File: config.mk
export PLATFORM = sky130hd
export DESIGN_NAME = ibid_divider
export DESIGN_NICKNAME = d
export VERILOG_FILES = /design/src/rtl/core/ibid_divider.sv
export SDC_FILE = /design/constraint.sdc
export NUM_CORES = 1
export LEC_CHECK = 0
export ABC_AREA = 1
export BUFFER_PORTS_ARGS = -buffer_cell sky130_fd_sc_hd__buf_2
export CORE_MARGIN = 4
export CORE_UTILIZATION = 35
export DETAILED_ROUTE_END_ITERATION = 10
export PLACE_DENSITY_LB_ADDON = 0.1
export RECOVER_POWER = 25
export SLEW_MARGIN = 20
export SYNTH_ARGS = -nofsm -noshare
export SYNTH_HDL_FRONTEND = slang
export SYNTH_SLANG_ARGS = --single-unit
export TNS_END_PERCENT = 20
File: constraint.sdc
create_clock -name vclk -period 4.1
set_input_delay 0.82 -clock vclk [all_inputs]
set_output_delay 0.82 -clock vclk [all_outputs]
set_load 0.02 [all_outputs]
File: src/rtl/core/ibid_divider.sv
// Restoring divider stage that resolves one quotient bit.
module ibid_divider #(
  parameter int unsigned NumW = 64,
  parameter int unsigned DenW = 64,
  parameter int unsigned Bit  = 0
) (
  input  logic [NumW-1:0] rem_in,
  input  logic [DenW-1:0] den,
  output logic [NumW-1:0] rem_out,
  output logic            q_bit
);
  logic [NumW+DenW-1:0] shifted;
  logic [NumW+DenW-1:0] ext_rem;

  always_comb begin
    shifted = {{NumW{1'b0}}, den} << Bit;
    ext_rem = {{DenW{1'b0}}, rem_in};
    q_bit = ext_rem >= shifted;
    rem_out = q_bit ? NumW'(ext_rem - shifted) : rem_in;
  end
endmodule

==> impl_metrics.csv, run 1 <==
group,metric,value,unit
status,run_status,"finished, final reports clean",
global_routing,grt_max_degree,35,
global_routing,grt.met3_usage,1.63,%
sta,fin_crit_sh,96.5,%
global_routing,grt_busiest_layer,"met2",
pwr,power.total,1470,uW
floorplan,chipWidth,151,um
global_routing,first_global_vias,8563,
min_path,hold_end,"rem_out[5]",
min_path,hold_path.startpoint,"rem_in[5]",
layout,final_cell_mix,"nand2_1, inv_1, buf_2",
sta,final.min_clock_period,3.95,ns
sta,drv_slew,0,
floorplan,coreArea,0.0197,sq mm
pwr,p_comb_share,100.0,%
logic_synthesis,synth.distinct_cells,27,
sta,fmax,253,MHz
pwr,p_int,494,uW
sta,setup-violations-final,0,
drt,dr.pass1.iters,5,
layout,syn2layout_area_growth,21.2,%
logic_synthesis,synth_cells,1582,
sta,worstMarginPinSlew,0.458,ns
drt,routed_wl,31000,um
layout,final_common_cell,"nand2_1",
worst_setup_path,crit_fanout,34,
sta,final-hold-violation-count,0,
worst_setup_path,cp.arrival,3.13,ns
sta,slew_headroom,69.4,%
drt,drtIter0Drc,540,
flow_run,cap_violations,0,
layout,multi_input_area,0.00551,sq mm
layout,fillers,2364,
floorplan,io_pins,193,
global_routing,overflow,0,
sta,rsz0062_at_grt,"no",
layout,ff_latch_area,0,sq um
layout,n_antenna_cell,0,
worst_setup_path,crit_required,3.28,ns
cts,post_cts_buffers,0,
pwr,ir_drop,84.9,uV
floorplan,rows,51,
min_path,hold_depth,4,
placement,place_congestion,0.958,
global_routing,grt_util_met2,45.2,%
drt,ant_nets,0,
worst_setup_path,cp-end-kind,"output port",
worst_setup_path,start_kind,"primary input",
logic_synthesis,syn_nets,1775,
worst_setup_path,startpoint,"rem_in[61]",
pwr,clkPwrFrac,0,%
drt,wl_per_cell,15.1,um
layout,fin_nets,1985,
global_routing,use_met1,35.4,%
drt,dr_total_vias,9342,
logic_synthesis,yosysSeqAreaShare,0,%
sta,fin_tns_setup,0,ns
worst_setup_path,path_class,"primary input to output port",
logic_synthesis,synth_warnings,0,
global_routing,track_usage,26.1,%
min_path,hp-class,"primary input to output port",
pwr,power.density,171,mW/mm^2
pwr,netSwitchingFraction,66.5,%
drt,via_per_inst,4.55,
logic_synthesis,syn_area_per_cell,4.50,sq um
pwr,seqPwrFrac,0,%
floorplan,dieArea,0.0227,sq mm
placement,place_hpwl,28000,um
floorplan,die_height,151,um
floorplan,initial_core_util,36.1,%
layout,drive_gt1_share,15.4,%
pwr,p_switching,979,uW
pwr,power_leakage,0.00614,uW
layout,clockBufferCount,0,
layout,seq_cells,0,
logic_synthesis,netlist_area,0.00712,sq mm
placement,portBuffers,193,
global_routing,antenna_found_initial,0,
drt,drcViolationCount,0,
global_routing,grt_pass1_wl,46000,um
-- per-layer routing --
layer	vias up	wire length (um)
met5	-	0
met4	0	957
met3	32	1550
met2	248	14100
met1	4022	14400
li1	5040	-
-- worst max path at each step --
stage                  end  slack [ns]  cells past startpoint
4_1_cts        rem_out[56]        0.12                     17
6_report       rem_out[33]        0.15                     14
2_1_floorplan  rem_out[18]        0.56                     18
3_5_place_dp   rem_out[56]        0.12                     17
3_3_place_gp   rem_out[56]        0.14                     17
5_1_grt        rem_out[33]       0.009                     18
-- worst max-delay path, stage by stage --
cell and delay [ns]:
buf_2 0.10, ha_1 0.35, a21oi_1 0.26, o21ai_0 0.15, a21oi_1 0.24, nand2_1 0.14
nor2_1 0.14, buf_4 0.15, nand2_4 0.11, inv_2 0.12, buf_12 0.19, nand2_1 0.10
nand2_1 0.07, buf_2 0.16
-- stage by stage --
stage	utilization [%]	hold slack, ns	instances	worst slack, ns	cell area (sq um)
after global routing	43.7	1.98	2055	0.00867	8620
after global placement	43.4	1.97	2054	0.142	8560
after CTS	43.4	1.97	2054	0.118	8560
final	43.7	1.97	2055	0.145	8620
after detailed placement	43.4	1.97	2054	0.117	8560
after floorplan	-	1.81	1582	0.555	7120
-- cell usage after synthesis --
cell type | number | share of area (%)
nand2_1 | 758 | 40
inv_1 | 397 | 21
a21oi_2 | 2 | 0.25
o21ai_1 | 1 | 0.070
nand3_2 | 11 | 1.5
a21oi_1 | 41 | 2.9
nand2_4 | 3 | 0.47
ha_1 | 64 | 11
buf_2 | 8 | 0.56
and3_1 | 1 | 0.088
xnor2_1 | 1 | 0.12
nor4_1 | 3 | 0.26
fa_1 | 1 | 0.28
nor2_1 | 110 | 5.8
nand4_1 | 20 | 1.8
xor2_1 | 30 | 3.7
nand2_2 | 7 | 0.62
inv_2 | 12 | 0.63
nor3_1 | 7 | 0.49
buf_4 | 1 | 0.11
nor3_2 | 3 | 0.42
and2_1 | 2 | 0.18
o21ai_0 | 7 | 0.49
buf_12 | 1 | 0.28
nor2_2 | 8 | 0.70
buf_6 | 3 | 0.47
nand3_1 | 80 | 5.6
-- logic make-up (layout without fill, tap and decap cells) --
kind of cell    count (synthesis)  in the layout  synth area share [%]
buf+inv                       422            630                  23.0
simple gates                 1013           1013                  58.0
fa+ha+maj                      65             65                  11.5
compound gates                 51             51                  3.69
xor+xnor                       31             31                  3.82
-- final cells by class --
| cell class | count | area share, % |
|---|---|---|
| Inverter | 409 | 17.8 |
| Tap cell | 265 | 3.85 |
| Multi-Input combinational cell | 1160 | 63.9 |
| Timing Repair Buffer | 221 | 14.5 |
-- power by group through the flow --
stage               clock network [uW]  logic, uW  registers, uW
floorplan                            0        957              0
global placement                     0       1450              0
detailed placement                   0       1450              0
CTS                                  0       1460              0
global route                         0       1640              0
finish                               0       1470              0
-- timing repair --
item	4_1_cts	5_1_grt
setup endpoints to repair	0	15
resized for setup	0	10
hold buffers	0	0
(Power assumes the default switching activity.)
==> run 2: changes to the inputs <==
--- a/config.mk
+++ b/config.mk
@@ -5,7 +5,6 @@
 export SDC_FILE = /design/constraint.sdc
 export NUM_CORES = 1
 export LEC_CHECK = 0
-export ABC_AREA = 1
 export BUFFER_PORTS_ARGS = -buffer_cell sky130_fd_sc_hd__buf_2
 export CORE_MARGIN = 4
 export CORE_UTILIZATION = 35
==> run 2 against run 1 <==
  * Critical endpoint is now rem_out[3]
  * Largest power group unchanged
  * Sequential cell count did not move
  * The run now ends with negative setup slack left
  * Critical path depth rose by 1
  * Worst setup slack got worse by 0.50 ns
==> impl_metrics.csv, run 2 <==
group,metric,value,unit
status,run_status,"finished with violations",
status,violations,"negative setup slack",
drt,dr_total_vias,7673,
global_routing,grt_max_degree,33,
min_path,hold_path.startpoint,"rem_in[39]",
sta,rsz0062_at_grt,"yes",
logic_synthesis,synth_area_leaders,"ha_1, o21ai_0, nand2_1, a21oi_1, inv_1",
min_path,hold_depth,4,
sta,fin_crit_sh,109,%
sta,final-hold-violation-count,0,
floorplan,initial_core_util,36.1,%
sta,drv_slew,0,
sta,slew_headroom,65.3,%
cts,ctsHoldBuffers,0,
drt,wl_per_cell,15.9,um
drt,routed_wl,23200,um
drt,via_per_inst,5.24,
floorplan,coreArea,0.0140,sq mm
sta,final.min_clock_period,4.45,ns
logic_synthesis,synth.distinct_cells,69,
pwr,ir_drop,161,uV
layout,drive_gt1_share,49.1,%
layout,fin_nets,1477,
logic_synthesis,synth_top_area_share,15.8,%
placement,place_congestion,0.939,
logic_synthesis,syn_area_per_cell,6.07,sq um
floorplan,io_pins,193,
worst_setup_path,crit_required,3.28,ns
logic_synthesis,netlist_area,0.00507,sq mm
logic_synthesis,synth_warnings,0,
placement,placed_area,0.00812,sq mm
layout,syn2layout_area_growth,94.0,%
floorplan,die_height,128,um
drt,ant_nets,0,
sta,fin_tns_setup,-15.66,ns
worst_setup_path,path_class,"primary input to output port",
placement,place_hpwl,17100,um
sta,whs,1.95,ns
logic_synthesis,syn_nets,1029,
logic_synthesis,synth_cells,836,
layout,ff_latch_area,0,sq um
global_routing,track_usage,24.8,%
global_routing,grt_pass1_wl,34500,um
global_routing,overflow,0,
floorplan,chipWidth,128,um
layout,fin_util,70.0,%
worst_setup_path,cp.arrival,3.63,ns
sta,worstMarginPinSlew,0.516,ns
floorplan,rows,43,
sta,fmax,225,MHz
drt,drtIter0Drc,414,
sta,setup-violations-final,64,
worst_setup_path,cp-end-kind,"output port",
flow_run,cap_violations,0,
pwr,power.density,220,mW/mm^2
min_path,hold_end,"rem_out[39]",
layout,final_cell_mix,"buf_4, buf_2, nand2_1",
min_path,hp-class,"primary input to output port",
global_routing,antenna_found_initial,2,
placement,portBuffers,193,
global_routing,first_global_vias,7238,
sta,setup_slack,-0.352,ns
logic_synthesis,yosysSeqAreaShare,0,%
worst_setup_path,crit_fanout,13,
floorplan,dieArea,0.0165,sq mm
layout,final_common_cell,"buf_4",
layout,final_area,0.00984,sq mm
layout,seq_cells,0,
logic_synthesis,synth_top_area_cell,"ha_1",
logic_synthesis,yosys-top-cells-count,"nand2_1, inv_1, o21ai_0",
drt,drcViolationCount,0,
logic_synthesis,synth.most_common_cell,"nand2_1",
worst_setup_path,start_kind,"primary input",
pwr,power_leakage,0.00502,uW
drt,dr.pass1.iters,5,
layout,clockBufferCount,0,
run 2: report_power, final:
group	leakage (uW)	internal (uW)	switching [uW]
sequential	0	0	0
clock	0.00000000634	0.0000326	0
combinational	0.00502	1070	1090
total	0.00502	1070	1090
run 2: kinds of logic (layout without fill, tap and decap cells):
group | Yosys count | count (layout) | synth area share [%]
xor gates and xnor gates | 56 | 56 | 9.67
AOI/OAI and AO/OA | 306 | 306 | 37.8
and+or+nand+nor | 265 | 266 | 24.5
muxes | 2 | 2 | 0.419
other | 0 | 1 | 0
adders and majority gates | 65 | 65 | 16.2
buffers and inverters | 142 | 587 | 11.5
run 2: stage by stage:
step | setup slack (ns) | cells | power [uW]
floorplan | -0.0345 | 836 | 908
global placement | -0.556 | 1427 | 1600
detailed placement | -0.546 | 1427 | 1600
CTS | -0.383 | 1451 | 1930
global route | -0.511 | 1463 | 2320
finish | -0.352 | 1463 | 2170
run 2: timing repair:
action / CTS / global route
buffers inserted: 16 / 11
pin swaps: 42 / 51
endpoints found under the setup margin: 65 / 65
gates cloned: 9 / 4
resized for setup: 166 / 133
run 2: layout make-up:
| type | instances | area [sq um] |
|---|---|---|
| timing repair buffer | 494 | 3880 |
| tap | 180 | 225 |
| multi-input combinational | 695 | 5370 |
| inverter | 93 | 354 |
| antenna | 1 | 2.50 |
| fill | 1182 | 4210 |
run 2: worst max-delay path: stages:
cell	delay, ns
buf_8	0.08
inv_4	0.03
ha_4	0.28
buf_6	0.09
nand4_1	0.18
or4_1	0.53
nor4_2	0.20
nand4_1	0.15
nand4_1	0.13
a311oi_2	0.05
buf_4	0.16
or2_4	0.31
buf_16	0.18
o31ai_2	0.25
buf_4	0.18
run 2: how the worst max path moves through the flow:
| stage | from | cells after the start | slack, ns | end |
|---|---|---|---|---|
| floorplan | den[57] | 15 | -0.03 | rem_out[59] |
| global placement | rem_in[0] | 17 | -0.56 | rem_out[42] |
| detailed placement | rem_in[0] | 17 | -0.55 | rem_out[42] |
| CTS | rem_in[6] | 13 | -0.38 | rem_out[60] |
| global route | den[6] | 19 | -0.51 | rem_out[30] |
| finish | den[2] | 15 | -0.35 | rem_out[3] |
run 2: layer usage:
metal  global-route usage [%]  wire, um  vias to the layer above  part of all wire [%]
met5                        0        16                        -                 0.069
met4                     4.87       527                        2                   2.3
met3                     1.29      1040                       41                   4.5
met2                     42.6     11300                      250                    48
met1                     34.6     10400                     3498                    45
li1                         -         -                     3882                     -
